**config.mk**
```make
export PLATFORM = sky130hd
export DESIGN_NAME = tlh_queue
export DESIGN_NICKNAME = d
export VERILOG_FILES = /design/src/hw/rtl/tlh_pkg.sv /design/src/hw/rtl/tlh_queue.sv
export SDC_FILE = /design/constraint.sdc
export NUM_CORES = 1
export LEC_CHECK = 0
export BUFFER_PORTS_ARGS = -buffer_cell sky130_fd_sc_hd__clkbuf_2
export CELL_PAD_IN_SITES_DETAIL_PLACEMENT = 1
export CELL_PAD_IN_SITES_GLOBAL_PLACEMENT = 1
export CORE_UTILIZATION = 35
export CTS_CLUSTER_SIZE = 10
export DETAILED_ROUTE_END_ITERATION = 16
export PLACE_DENSITY_LB_ADDON = 0.1
export SYNTH_ARGS = -nofsm -noshare
export SYNTH_HDL_FRONTEND = slang
export SYNTH_SLANG_ARGS = --single-unit
```
**constraint.sdc**
```tcl
create_clock -name clk -period 2.2 [get_ports clk]
set_input_delay 0.22 -clock clk [delete_from_list [all_inputs] [get_ports clk]]
set_output_delay 0.22 -clock clk [all_outputs]
set_load 0.02 [all_outputs]
```
**src/hw/rtl/tlh_pkg.sv**
```systemverilog
// ----------------------------------------------------------------------------
// tlh_pkg
// shared widths, register indexes and queue entry type of the line height core
// ----------------------------------------------------------------------------
`default_nettype none
package tlh_pkg;
  localparam int CNT_W      = 13;
  localparam int VOTE_W     = 12;
  localparam int BIN_W      = 9;
  localparam int DEF_MAX_DIM   = 4096;
  localparam int DEF_HIST_BINS = 512;
  localparam logic [CNT_W-1:0]  CNT_MAX  = '1;
  localparam logic [VOTE_W-1:0] VOTE_MAX = '1;

  localparam logic [2:0] REG_DARK_THR  = 3'd0;
  localparam logic [2:0] REG_DENSITY   = 3'd1;
  localparam logic [2:0] REG_MAX_GAP   = 3'd2;
  localparam logic [2:0] REG_MIN_LINE  = 3'd3;
  localparam logic [2:0] REG_BIN_WIDTH = 3'd4;

  // row summary handed from front to back
  typedef struct packed {
    logic             is_vote;   // a finished line votes
    logic             is_frame;  // frame end: report and clear
    logic [CNT_W-1:0] run;       // line height in rows
  } row_evt_t;
endpackage
`default_nettype wire

```
**src/hw/rtl/tlh_queue.sv**
```systemverilog
// ----------------------------------------------------------------------------
// tlh_queue
// small fifo of row events between front and back
// ----------------------------------------------------------------------------
`default_nettype none
module tlh_queue import tlh_pkg::*; (
  input  wire logic     clk,
  input  wire logic     rst_n,
  input  wire logic     push,
  input  row_evt_t      push_data,
  input  wire logic     pop,
  output row_evt_t      head,
  output logic          not_empty
);
  row_evt_t   mem_r [4];
  logic [1:0] wp_r, rp_r;
  logic [2:0] cnt_r;

  assign head      = mem_r[rp_r];
  assign not_empty = cnt_r != 3'd0;

  // storage
  always_ff @(posedge clk) begin
    if (push) mem_r[wp_r] <= push_data;
  end

  // pointers
  always_ff @(posedge clk) begin
    if (!rst_n) begin
      wp_r <= '0; rp_r <= '0; cnt_r <= '0;
    end else begin
      if (push) wp_r <= wp_r + 1'b1;
      if (pop)  rp_r <= rp_r + 1'b1;
      cnt_r <= cnt_r + {2'd0, push} - {2'd0, pop};
    end
  end
endmodule
`default_nettype wire

```
==> flow_summary.toml <==
[yosys]
netlist_instances = 120
syn_avg_cell_area_um2 = 21.9
synth_edf_count = 60
yosysSeqAreaShare_pct = 75.3
asyncSetResetFlopFracSynth_pct = 0
synth_seq_cells = 69
synth_area_um2 = 2630
yosysWarnings = 0
yosys.area.top_type = "edfxtp_1"
yosys.area.top_type_share_pct = 68.4
synth_fp_nets = 146
synth_flop_cell = "edfxtp_1"
synth.distinct_cells = 19
netlist_top_cells_area = "edfxtp_1 (68%), mux4_2 (8.6%), dfxtp_1 (6.8%)"

[drt]
drt-pass1-iter-count = 4
drc_errors = 0
wl_mm = 4.61
routedWlPerCell_um = 16.9
drtIter0Drc = 70
vias = 1257
vias_per_cell = 4.60
postRouteAntennaNets = 0

[clocking]
hold_buffers = 0
insertion_delay_ns = 0.33
cts_max_level = 3
post-cts-setup-buffers = 0
cts_sinks = 69
clkSlewWorstSetupHoldPaths_ns = 0.06
cts_tree = "built"
cts_root_buf = "clkbuf_8"
cts_max_path_buffers = 2
cts_buffers = 9
cts-resized-gates = 0

[critical_path]
crit_required_ns = 1.98
critical_path.cell_chain = "buf_4 > mux4_1 > clkbuf_2"
crit_slowest_cell = "mux4_1"
max_stage_delay_ns = 0.58
arrival_ns = 1.75
crit_path_max_fanout = 5
reg2reg_depth = 7
crit_cells = 3
end_kind = "output port"
crit_type = "flop to output port"
crit_family = "multiplexers"
critPathLaunchType = "flop"
path_buf_inv = 2

[global_route]
busiest_layer = "met2"
grt_overflow = 0
use_met2_pct = 22.4
track_usage_pct = 13.7
gr-usage-met3_pct = 3.54
grtUsageMet1_pct = 16.3
grt_antenna_before_repair = 0
grt_max_degree = 16
grt_pass1_vias = 1374
grt_pass1_wl_mm = 7.32

[floorplan]
dieHeight_um = 88.7
start_util_pct = 36.3
die_width_um = 88.7
ioPinCount = 35
die_area_um2 = 7870
core.rowCount = 31
core_area_um2 = 7250

[sta]
fmax_ghz = 0.507
slew_headroom_pct = 43.5
drv_slew = 0
fin_crit_ns = 1.97
finalSetupViolations = 0
finalCritPeriodShare_pct = 89.7
holdWs_ns = 0.107
worst_slew_pin_slew_ns = 0.848
skew_ns = 0.00563
setup_ws_ns = 0.226
tns_ns = 0
rsz0062_at_grt = "no"
hold_viol_final = 0

[run_status]
outcome = "finished, final reports clean"

[final_layout]
drive_gt1_share_pct = 36.8
diodes = 0
areaGrowthSynthToFinish_pct = 18.7
nets = 195
mostFrequentLayoutCell = "edfxtp_1"
mostFrequentLayoutCells = "edfxtp_1 (60), clkbuf_2 (34), mux4_2 (10), dfxtp_1 (9), clkbuf_8 (9)"
finalCoreUtilization_pct = 43.1

[pwr]
vdd_drop_max_v = 0.000395
p_clk_share_pct = 33.1
p_leak_nw = 1.13
p_int_mw = 2.19
p_per_area_nw_per_um2 = 913
p_comb_share_pct = 13.1
swShare_pct = 23.4
p_switching_uw = 667
p_seq_share_pct = 53.7

[hold_path]
min_path_cells = 1
hp-class = "input pin to flop"

[placed_design]
hpwl_mm = 3.06
dpl_worst_slack_ns = 0.420
place.gp.congestion = 0.662
io_buffers = 34

[flow_run]
cap_violations = 0
==> flip-flops by register name, summed over array words and instances (netlist names), named ones only <==
register / count
wp_r: 2
rp_r: 2
cnt_r: 3
mem_r: 60
==> cell usage after synthesis, types with 2 or more instances <==
library cell,n
edfxtp_1,60
mux4_2,10
dfxtp_1,9
inv_1,7
and2_1,6
ha_1,6
mux4_1,5
nor2_1,5
xnor2_1,2
==> metrics by stage <==
step,instances,area [µm²],power (mW)
after floorplan,120,2630,1.81
after global placement,257,2940,1.93
after detailed placement,257,2940,1.95
after CTS,273,3120,2.90
after global routing,273,3120,2.99
final,273,3120,2.85
==> cells by family after synthesis <==
group           Yosys count  synth area share, %
compound gates            2                0.570
mux                      16                 13.9
xor+xnor                  3                 1.57
flops                    69                 75.3
buf+inv                  10                 2.38
simple gates             13                 2.66
fa+ha+maj                 7                 3.61
==> power by group through the flow <==
| stage | clock network [mW] | registers [mW] | logic, mW |
|---|---|---|---|
| 6_report | 0.945 | 1.53 | 0.375 |
| 5_1_grt | 1.04 | 1.54 | 0.412 |
| 3_5_place_dp | 0 | 1.56 | 0.384 |
| 4_1_cts | 0.981 | 1.53 | 0.385 |
| 2_1_floorplan | 0 | 1.55 | 0.263 |
| 3_3_place_gp | 0 | 1.56 | 0.372 |
==> cell type report <==
cell class                 count  area (µm²)
fill                         726        4130
sequential                    69        1980
multi-input combinational     41         588
timing repair buffer          41         223
clock buffer                  10         128
tap                           99         124
clock inverter                 6        53.8
inverter                       7        26.3
==> metal layers <==
layer,up-vias,share of wire [%]
met4,0,2.0
met3,8,3.8
met5,-,0
met1,646,42
li1,574,-
met2,29,52
==> worst reg2reg max path, cell delays in order (launching register included) <==
cell     delay [ns]
dfxtp_1        0.32
inv_1          0.04
ha_1           0.27
inv_1          0.04
ha_1           0.19
fa_1           0.39
xor3_1         0.36
nor2_1         0.08
==> path summary, 6_finish.rpt <==
check / end / from / slack (ns)
worst max-delay path: head[0] / flop / 0.23
worst min register to register: flop / rp_r[0]$_SDFFE_PN0P_ / 0.55
worst max register to register: cnt_r[2]$_SDFF_PN0_ / cnt_r[0]$_SDFF_PN0_ / 0.44
worst min-delay path: mem_r[2][5]$_DFFE_PP_ / push_data[5] / 0.11
Note: power is estimated with default switching activity, not from simulation.
