File: src/hw/rtl/tlh_pkg.sv
// ----------------------------------------------------------------------------
// tlh_pkg
// shared widths, register indexes and queue entry type of the line height core
// ----------------------------------------------------------------------------
`default_nettype none
package tlh_pkg;
  localparam int CNT_W      = 13;
  localparam int VOTE_W     = 12;
  localparam int BIN_W      = 9;
  localparam int DEF_MAX_DIM   = 4096;
  localparam int DEF_HIST_BINS = 512;
  localparam logic [CNT_W-1:0]  CNT_MAX  = '1;
  localparam logic [VOTE_W-1:0] VOTE_MAX = '1;

  localparam logic [2:0] REG_DARK_THR  = 3'd0;
  localparam logic [2:0] REG_DENSITY   = 3'd1;
  localparam logic [2:0] REG_MAX_GAP   = 3'd2;
  localparam logic [2:0] REG_MIN_LINE  = 3'd3;
  localparam logic [2:0] REG_BIN_WIDTH = 3'd4;

  // row summary handed from front to back
  typedef struct packed {
    logic             is_vote;   // a finished line votes
    logic             is_frame;  // frame end: report and clear
    logic [CNT_W-1:0] run;       // line height in rows
  } row_evt_t;
endpackage
`default_nettype wire

File: src/hw/rtl/tlh_front.sv
// ----------------------------------------------------------------------------
// tlh_front
// per-row pixel counting, text row decision and run/gap tracking
// ----------------------------------------------------------------------------
`default_nettype none
module tlh_front import tlh_pkg::*; (
  input  wire logic             clk,
  input  wire logic             rst_n,
  input  wire logic             in_fire,
  input  wire logic [7:0]       pixel,
  input  wire logic             in_region,
  input  wire logic             row_end,
  input  wire logic             frame_end,
  input  wire logic [7:0]       dark_thr,
  input  wire logic [7:0]       density,
  input  wire logic [7:0]       max_gap,
  input  wire logic [11:0]      min_line,
  output row_evt_t              evt,
  output logic                  evt_valid
);
  logic [CNT_W-1:0] dark_r, region_r, run_r, gap_r;
  logic [CNT_W-1:0] dark_nxt, region_nxt, run_nxt, gap_nxt;
  logic [CNT_W+7:0] prod;
  logic [CNT_W:0]   run_sum;
  logic [CNT_W-1:0] run_inc, gap_inc;
  logic             text, fin;

  always_comb begin
    dark_nxt   = dark_r;
    region_nxt = region_r;
    run_nxt    = run_r;
    gap_nxt    = gap_r;
    evt        = '0;
    evt_valid  = 1'b0;
    fin        = row_end | frame_end;
    // pixel counting
    if (in_region) begin
      if (region_r != CNT_MAX) region_nxt = region_r + 1'b1;
      if (pixel < dark_thr && dark_r != CNT_MAX) dark_nxt = dark_r + 1'b1;
    end
    prod    = dark_nxt * density;
    text    = prod > {8'd0, region_nxt};
    run_inc = (run_r == CNT_MAX) ? CNT_MAX : run_r + 1'b1;
    gap_inc = (gap_r == CNT_MAX) ? CNT_MAX : gap_r + 1'b1;
    run_sum = {1'b0, run_inc} + {1'b0, gap_r};
    // row end: text or gap update
    if (in_fire && fin) begin
      dark_nxt   = '0;
      region_nxt = '0;
      if (text) begin
        run_nxt = run_inc;
        if (gap_r < {5'd0, max_gap})
          run_nxt = run_sum[CNT_W] ? CNT_MAX : run_sum[CNT_W-1:0];
        gap_nxt = '0;
      end else begin
        gap_nxt = gap_inc;
        if (gap_inc >= {5'd0, max_gap} && run_r != '0) begin
          evt.is_vote = run_r > {1'b0, min_line};
          evt.run     = run_r;
          run_nxt     = '0;
        end
      end
      if (frame_end) begin
        evt.is_frame = 1'b1;
        run_nxt = '0;
        gap_nxt = '0;
      end
      evt_valid = evt.is_vote | evt.is_frame;
    end else if (!in_fire) begin
      dark_nxt   = dark_r;
      region_nxt = region_r;
    end
  end

  always_ff @(posedge clk) begin
    if (!rst_n) begin
      dark_r <= '0; region_r <= '0; run_r <= '0; gap_r <= '0;
    end else begin
      dark_r <= dark_nxt; region_r <= region_nxt;
      run_r <= run_nxt; gap_r <= gap_nxt;
    end
  end
endmodule
`default_nettype wire

File: config.mk
export PLATFORM = sky130hd
export DESIGN_NAME = tlh_front
export DESIGN_NICKNAME = d
export VERILOG_FILES = /design/src/hw/rtl/tlh_pkg.sv /design/src/hw/rtl/tlh_front.sv
export SDC_FILE = /design/constraint.sdc
export NUM_CORES = 1
export LEC_CHECK = 0
export ABC_AREA = 1
export BUFFER_PORTS_ARGS = -buffer_cell sky130_fd_sc_hd__buf_2
export CAP_MARGIN = 20
export CORE_ASPECT_RATIO = 1.25
export CORE_UTILIZATION = 35
export CTS_CLUSTER_DIAMETER = 60
export DETAILED_ROUTE_END_ITERATION = 10
export SYNTH_ARGS = -nofsm -noshare
export SYNTH_HDL_FRONTEND = slang
export SYNTH_SLANG_ARGS = --single-unit
File: constraint.sdc
create_clock -name clk -period 11.8 [get_ports clk]
set_clock_uncertainty 0.05 [all_clocks]
set_input_delay 1.77 -clock clk [delete_from_list [all_inputs] [get_ports clk]]
set_output_delay 1.77 -clock clk [all_outputs]
set_load 0.01 [all_outputs]
==> results of run 1 <==
-- cells in the final DEF, fill, tap and decap left out, drive strengths merged --
cell      instances
dfxtp            52
nand3            98
clkinvlp          1
o41ai             1
nor3             16
inv             259
a2111oi           1
xnor2            13
o211ai            4
nor2            195
nand4            25
nor3b             1
xor2             34
and2              2
bufinv            1
a21o              3
a21oi            92
nand3b            3
clkbuf            5
nor4              6
o21a              1
o2111ai           2
or2              11
buf              67
nor4b             1
ha              106
a211oi            2
mux2i             1
o21bai            3
nand2           249
clkinv            2
o21ai            57
a221oi            1
fa               67
a31oi             3
-- stage by stage --
step                      area [um2]  util, %
final                           9750     38.7
after global routing            9750     38.7
after CTS                       9750     38.7
after detailed placement        9580     38.0
after global placement          9580     38.0
after floorplan                 8980        -
-- logic make-up (layout without fill, tap and decap cells) --
kind of cell / Yosys count / in the layout / synth area share, %
and+or+nand+nor: 607 / 607 / 31.2
buffers and inverters: 292 / 335 / 12.6
adders and majority gates: 173 / 173 / 29.7
AOI/OAI and AO/OA: 170 / 170 / 10.2
DFF: 52 / 52 / 11.6
xor gates and xnor gates: 47 / 47 / 4.59
muxes: 1 / 1 / 0.112
-- per-layer routing --
metal / routed length [um] / vias up
met4: 723 / 0
met3: 544 / 41
met1: 10200 / 3936
met2: 12000 / 125
li1: - / 4341
met5: 0 / -
-- worst reg2reg max path, delay by kind of cell, from the launching register on --
kind                       cells  cell delay (ns)
DFF                            1             0.42
buffers and inverters          8             0.54
AOI/OAI and AO/OA              3             0.32
xor gates and xnor gates       2             0.92
adders and majority gates      7             2.91
and+or+nand+nor               19             2.51
-- how the worst min path moves through the flow --
stage / from / slack [ns] / endpoint / depth (start not counted)
after detailed placement: dark_r[12]$_SDFFE_PP0P_ / 0.44 / dark_r[12]$_SDFFE_PP0P_ / 2
after floorplan: dark_r[12]$_SDFFE_PP0P_ / 0.42 / dark_r[12]$_SDFFE_PP0P_ / 2
after global placement: dark_r[12]$_SDFFE_PP0P_ / 0.44 / dark_r[12]$_SDFFE_PP0P_ / 2
final: dark_r[12]$_SDFFE_PP0P_ / 0.45 / dark_r[12]$_SDFFE_PP0P_ / 2
after global routing: dark_r[12]$_SDFFE_PP0P_ / 0.48 / dark_r[12]$_SDFFE_PP0P_ / 2
after CTS: dark_r[12]$_SDFFE_PP0P_ / 0.46 / dark_r[12]$_SDFFE_PP0P_ / 2
-- where the power goes --
| part | leakage [nW] | internal [mW] | switching (mW) |
|---|---|---|---|
| clock | 0.0804 | 0.101 | 0.0791 |
| sequential | 0.424 | 0.184 | 0.0127 |
| combinational | 4.78 | 0.142 | 0.246 |
-- synthesized netlist by cell type, drive strengths merged (2+ instances only) --
cell	number
clkbuf	23
nor4	6
a21oi	92
clkinv	2
inv	258
o211ai	4
or2	11
nor2	195
o21bai	3
a21o	3
buf	9
o21ai	57
and2	2
o2111ai	2
dfxtp	52
nand3	98
xnor2	13
a211oi	2
a31oi	3
xor2	34
nor3	16
nand2	249
ha	106
nand4	25
nand3b	3
fa	67
-- cell type report --
cell class	count	area [um2]
Clock buffer	5	125
Clock inverter	3	46.3
Tap cell	335	419
Sequential cell	52	1040
Inverter	260	977
Fill cell	2811	15500
Timing Repair Buffer	67	340
Multi-Input combinational cell	998	6800
-- flip-flops by register name (all words and copies together), names as in the netlist --
signal    cells
dark_r       13
gap_r        13
region_r     13
run_r        13
==> reports/results.ini, run 1 <==
[grt]
grt_max_degree=41
met1_usage_pct=22.0
grt.met2_usage_pct=35.0
antenna_found_initial=0
grt_busiest_layer=met2
first_global_vias=8446
grt_usage_pct=18.8
grt_overflow_total=0
grt_pass1_wl_um=40200
use_met3_pct=1.94

[yosys]
yosysWarnings=0
ys.flop_type=dfxtp_1
synth_cell_types=52
syn_area_um2=8980
syn_inst=1342
ys_seq_area_share_pct=11.6
synth.area.top_cells=fa_1 15%, ha_1 15%, dfxtp_1 12%
avgSynthCellArea_um2=6.69
ys_ff_latch=52
yosys.area.top_type_share_pct=14.9
syn_nets=1565
yosysTopAreaCell=fa_1
synth_edf_count=0
async_flop_share_pct=0

[setup_path]
path_max_fanout=15
critical_path.top_delay_family=adder cells
end_kind=output port
cp.required_ns=9.98
reg2reg_from=dark_r[0]$_SDFFE_PP0P_
cp_num_buf_inv=7
crit_path_end=evt_valid
critPathSlowestCell=xor2_1
crit_start=pixel[5]
crit_type=in2out
cpMostUsedCell=nand2_1
max_stage_delay_ns=0.59
reg2reg_to=gap_r[4]$_SDFFE_PN0P_
r2r_cells=39
ff2ff_setup_slack_ns=4.06
cp_num_cells=37
cp-start-kind=input pin
cp.arrival_ns=9.05

[placed_design]
dp_slack_ns=0.947
io_buffers=65
gp_congestion=0.863
dp_hpwl_um=19500
dp_cells=1712

[timing]
final-max-slew-violation-count=0
tns_ns=0
max_slew_margin_pct=36.2
clock.fmax_ghz=0.0920
worst_pin_slew_ns=0.954
final-setup-viol-count=0
grt_setup_unrepaired=false
period_share_pct=92.2
finalHoldViolCount=0
fin_crit_ns=10.87
fin_ws_ns=0.926
whs_ns=0.455

[power_and_ir_drop]
max-vdd-ir-drop_mv=0.0582
p_total_uw=764
p_leak_nw=5.29
powerDensity_nw_per_um2=78.4

[route]
routedWlPerCell_um=13.7
via_per_inst=4.91
antenna_left=0
drt_iter0_markers=343
first_pass_iters=4
num_vias=8443
post-route-drc-count=0
wl_um=23500

[clock_network]
cts_buffer_depth=2
post-cts-setup-buffers=0
clock-sinks=52
insertion_delay_ns=0.31
numCtsBuffers=5
cts_tree=done
htreeDepth=2
cts.reportedPaths.clkPinSlew_ns=0.08
cts_resized=0
ctsHoldBuffers=0
clock-root-buffer=clkbuf_16

[floorplan]
coreArea_um2=25200
top_level_ports=66
initial_core_util_pct=35.6
dieHeight_um=181
fp.dieArea_um2=26300
die_x_um=145
rows=65

[status]
outcome=complete, no violations

[layout]
area_delta_synth_final_pct=8.64
diodes=0
finalNonFillerCells=1720
fin_nets=1607
drive_gt1_share_pct=10.0

[min_path]
worst_hold_path_type=reg2reg

[flow_run]
cap_violations=0

Power figures use the tool's default switching activity.
==> run 2, diff against run 1 <==
ABC_AREA = default   (was 1)
CORE_ASPECT_RATIO = default   (was 1.25)
==> reports/results.ini, run 2 <==
[setup_path]
cp-start-kind=input pin
ff2ff_setup_slack_ns=2.69
reg2reg_to=run_r[6]$_SDFFE_PN0P_
critPathSlowestCell=fa_1
reg2reg_from=dark_r[0]$_SDFFE_PP0P_
path_max_fanout=8
r2r_cells=35
cp.arrival_ns=9.49
cp.required_ns=9.98
crit_type=in2out
cpMostUsedCell=a21o_1
max_stage_delay_ns=0.56
end_kind=output port

[grt]
grt_pass1_wl_um=35700
grt_usage_pct=17.6
first_global_vias=7417
grt_overflow_total=0
grt_max_degree=26
antenna_found_initial=0

[clock_network]
htreeDepth=2
clock-root-buffer=clkbuf_16
cts.reportedPaths.clkPinSlew_ns=0.07
numCtsBuffers=5
clock-sinks=52
cts_tree=done
insertion_delay_ns=0.30
cts_buffer_depth=2

[timing]
final-max-slew-violation-count=0
clock.fmax_ghz=0.0884
finalHoldViolCount=0
fin_crit_ns=11.31
final-setup-viol-count=0
max_slew_margin_pct=35.0
period_share_pct=95.9
worst_pin_slew_ns=0.971
tns_ns=0

[layout]
final_common_cell=inv_1
drive_gt1_share_pct=11.1
diodes=0
area_delta_synth_final_pct=12.7
nFillCells=2491
fin_nets=1356
finalNonFillerCells=1453
final_cell_mix=130 x inv_1, 104 x ha_1, 84 x nand2_1

[yosys]
syn_area_um2=8510
synth_cell_types=60
ys.flop_type=dfxtp_1
synth_edf_count=0
syn_inst=1065
avgSynthCellArea_um2=7.99
yosys-top-cells-count=130 x inv_1, 106 x ha_1, 84 x nand2_1
syn_nets=1288
yosys.area.top_type_share_pct=15.8
yosysWarnings=0
synth.area.top_cells=fa_1 16%, ha_1 16%, dfxtp_1 12%
async_flop_share_pct=0
yosysMostFrequentCell=inv_1
ys_ff_latch=52
ys_seq_area_share_pct=12.2
yosysTopAreaCell=fa_1

[min_path]
whs_endpoint=dark_r[12]$_SDFFE_PP0P_
worst_hold_path_type=reg2reg
hold_start=dark_r[12]$_SDFFE_PP0P_
hold_path_depth=1

[floorplan]
top_level_ports=66
rows=56
fp.dieArea_um2=25000
dieHeight_um=158
die_x_um=158
coreArea_um2=23700
initial_core_util_pct=35.9

[placed_design]
io_buffers=65
dp_hpwl_um=16500
dp_cells=1429
gp_congestion=0.912

[route]
routedWlPerCell_um=14.5
drt_iter0_markers=456
post-route-drc-count=0
wl_um=21000
num_vias=7597
first_pass_iters=5
antenna_left=0
via_per_inst=5.23

[power_and_ir_drop]
powerDensity_nw_per_um2=47.5
max-vdd-ir-drop_mv=0.0598
p_leak_nw=4.59

[status]
outcome=complete, no violations

[flow_run]
cap_violations=0

[run 2: layout make-up]
class,instances,area (um2),share of cell area [%]
clock inverter,1,7.51,0.0783
timing repair buffer,98,602,6.28
multi-input combinational,846,6910,72.1
tap,319,399,4.16
sequential,52,1040,10.9
inverter,130,488,5.09
clock buffer,7,143,1.49
[run 2: worst max-delay path by stage]
stage	cells after the start	startpoint	endpoint	slack, ns
floorplan	35	dark_thr[1]	evt[10]	0.72
global placement	33	pixel[1]	evt_valid	0.15
detailed placement	32	pixel[1]	evt_valid	0.03
CTS	37	pixel[1]	evt_valid	0.02
global route	35	pixel[1]	evt_valid	-0.01
finish	37	pixel[1]	evt[2]	0.49
[run 2: timing repair]
item	in CTS	in global routing
setup buffers	0	15
pin swaps	0	7
hold endpoints to repair	0	0
hold buffers	0	0
resized for setup	1	14
endpoints found under the setup margin	1	15
[run 2: cell families after synthesis]
family | share of synthesized area [%]
XOR/XNOR | 7.19
adder cells (fa/ha/maj) | 31.3
flip-flops | 12.2
AO/OA/AOI/OAI | 16.0
AND/OR/NAND/NOR | 24.3
multiplexers | 1.47
buffers and inverters | 7.41
[run 2: critical path, delay by kind of cell]
kind | cells | cell delay [ns]
fa+ha+maj | 7 | 2.93
compound gates | 13 | 2.15
simple gates | 6 | 1.26
buf+inv | 9 | 1.02
xor+xnor | 2 | 0.32
[run 2: metal layers]
layer / vias to the layer above / track usage (%) / share of wire (%)
li1: 3779 / - / -
met1: 3638 / 22.9 / 47
met2: 157 / 31.9 / 48
met3: 23 / 1.48 / 3.1
met4: 0 / 3.07 / 1.2
met5: - / 0 / 0
[run 2: per-stage QoR]
step	hold slack, ns	utilization, %	total power [mW]	area [um2]	setup slack, ns
global route	0.486	40.5	0.481	9590	-0.0150
detailed placement	0.445	38.9	0.295	9220	0.0282
floorplan	0.416	-	0.257	8510	0.719
CTS	0.461	39.6	0.452	9380	0.0211
finish	0.463	40.5	0.456	9590	0.488
global placement	0.436	38.9	0.294	9220	0.155
[run 2: where the power goes]
part / total (mW) / internal [mW] / switching [mW] / leakage, nW
Combinational: 0.121 / 0.0512 / 0.0703 / 4.10
Sequential: 0.179 / 0.177 / 0.00235 / 0.419
Clock: 0.155 / 0.0849 / 0.0705 / 0.0701
Total: 0.456 / 0.313 / 0.143 / 4.59
==> run 3, diff against run 2 <==
ABC_AREA = 1   (was default)
HOLD_SLACK_MARGIN = 0.15   (was default)
clock period = 13.19 ns   (was 11.8 ns; I/O delays follow)
==> reports/results.ini, run 3 (same netlist as run 1, synthesis figures left out) <==
[status]
outcome=complete, no violations

[power_and_ir_drop]
switchingPower_uw=301
p_leak_nw=5.28
internal_power_uw=363
swShare_pct=45.3
pwr-share-clk_pct=21.9
pwr-share-comb_pct=51.6
max-vdd-ir-drop_mv=0.0454
seqPwrFrac_pct=26.5
powerDensity_nw_per_um2=68.3

[layout]
final_cell_mix=251 x inv_1, 240 x nand2_1, 174 x nor2_1
area_delta_synth_final_pct=8.36
post-route-util_pct=38.6
diodes=0
finalNonFillerCells=1715
drive_gt1_share_pct=10.0
fin_area_um2=9730
final_common_cell=inv_1
fin_nets=1607

[floorplan]
top_level_ports=66
fp.dieArea_um2=26300
die_x_um=162
coreArea_um2=25200
dieHeight_um=162
rows=58
initial_core_util_pct=35.7

[timing]
grt_setup_unrepaired=false
clock.fmax_ghz=0.0885
worst_pin_slew_ns=0.988
period_share_pct=85.7
tns_ns=0
final-max-slew-violation-count=0
fin_crit_ns=11.30
finalHoldViolCount=0
final-setup-viol-count=0
max_slew_margin_pct=33.9

[placed_design]
dp_hpwl_um=18800
postPlaceCellArea_um2=9580
gp_congestion=0.873
io_buffers=65
dp_cells=1707

[setup_path]
max_stage_delay_ns=0.61
critPathSlowestCell=xor2_1
crit_type=in2out
ff2ff_setup_slack_ns=5.54
reg2reg_to=gap_r[1]$_SDFFE_PN0P_
cp.arrival_ns=9.27
cp-start-kind=input pin
reg2reg_from=dark_r[0]$_SDFFE_PP0P_
end_kind=output port
r2r_cells=33
path_max_fanout=15
cp.required_ns=11.16

[clock_network]
clock-root-buffer=clkbuf_16
cts_buffer_depth=2
clock-sinks=52
insertion_delay_ns=0.31
numCtsBuffers=5
ctsHoldBuffers=0
cts_resized=0
cts_tree=done
cts.reportedPaths.clkPinSlew_ns=0.08
htreeDepth=2
post-cts-setup-buffers=0

[min_path]
whs_endpoint=dark_r[12]$_SDFFE_PP0P_
hold_path_depth=2
worst_hold_path_type=reg2reg
hold_start=dark_r[12]$_SDFFE_PP0P_

[grt]
first_global_vias=8285
grt_overflow_total=0
grt_usage_pct=18.4
antenna_found_initial=0
grt_pass1_wl_um=39500
grt_max_degree=41

[route]
wl_um=22700
first_pass_iters=5
drt_iter0_markers=525
via_per_inst=4.89
antenna_left=0
post-route-drc-count=0
routedWlPerCell_um=13.2
num_vias=8384

[flow_run]
cap_violations=0

-- run 3: cell count changes in the layout (fill, tap and decap cells not counted), moves of 44 or more --
cell     delta
nand2_1   +156
inv_1     +121
nor2_1    +121
nor2b_1    -76
nand3_1    +49
a21oi_1    +44
-- run 3: power groups by stage --
stage / sequential, mW / combinational [mW] / clock [mW]
2_1_floorplan: 0.176 / 0.267 / 0
3_3_place_gp: 0.180 / 0.343 / 0
3_5_place_dp: 0.179 / 0.345 / 0
4_1_cts: 0.176 / 0.347 / 0.150
5_1_grt: 0.178 / 0.401 / 0.155
6_report: 0.176 / 0.343 / 0.146
-- run 3: metal layers --
layer	vias up	routed length (um)	track usage [%]
li1	4334	-	-
met1	3874	11000	24.7
met2	152	10500	31.2
met3	24	802	1.76
met5	-	0	0
met4	0	420	5.02
-- run 3: worst max path at each step --
stage / start / endpoint / cells after the start
2_1_floorplan: dark_thr[5] / evt_valid / 36
3_3_place_gp: pixel[5] / evt_valid / 40
3_5_place_dp: pixel[5] / evt_valid / 37
4_1_cts: pixel[5] / evt_valid / 37
5_1_grt: pixel[5] / evt_valid / 37
6_report: pixel[5] / evt_valid / 37
-- run 3: critical path: cells and delay by family --
| family | cells | cell delay, ns |
|---|---|---|
| AO/OA/AOI/OAI | 5 | 0.85 |
| XOR/XNOR | 2 | 0.70 |
| adder cells (fa/ha/maj) | 7 | 3.03 |
| buffers and inverters | 8 | 0.65 |
| AND/OR/NAND/NOR | 15 | 2.03 |
-- run 3: final cells by class --
| type | count | area, um2 |
|---|---|---|
| fillers | 2691 | 15500 |
| multi-input cells | 998 | 6800 |
| flip-flops and latches | 52 | 1040 |
| inverters | 260 | 977 |
| well taps | 330 | 413 |
| repair buffers | 67 | 340 |
| clock buffers | 5 | 125 |
| clock inverters | 3 | 27.5 |
-- run 3: stage by stage --
step	setup slack, ns	total power, mW	hold WS (ns)
2_1_floorplan	3.09	0.443	0.420
3_3_place_gp	2.05	0.522	0.441
3_5_place_dp	1.94	0.524	0.445
4_1_cts	1.91	0.673	0.461
5_1_grt	1.25	0.734	0.489
6_report	1.89	0.664	0.462
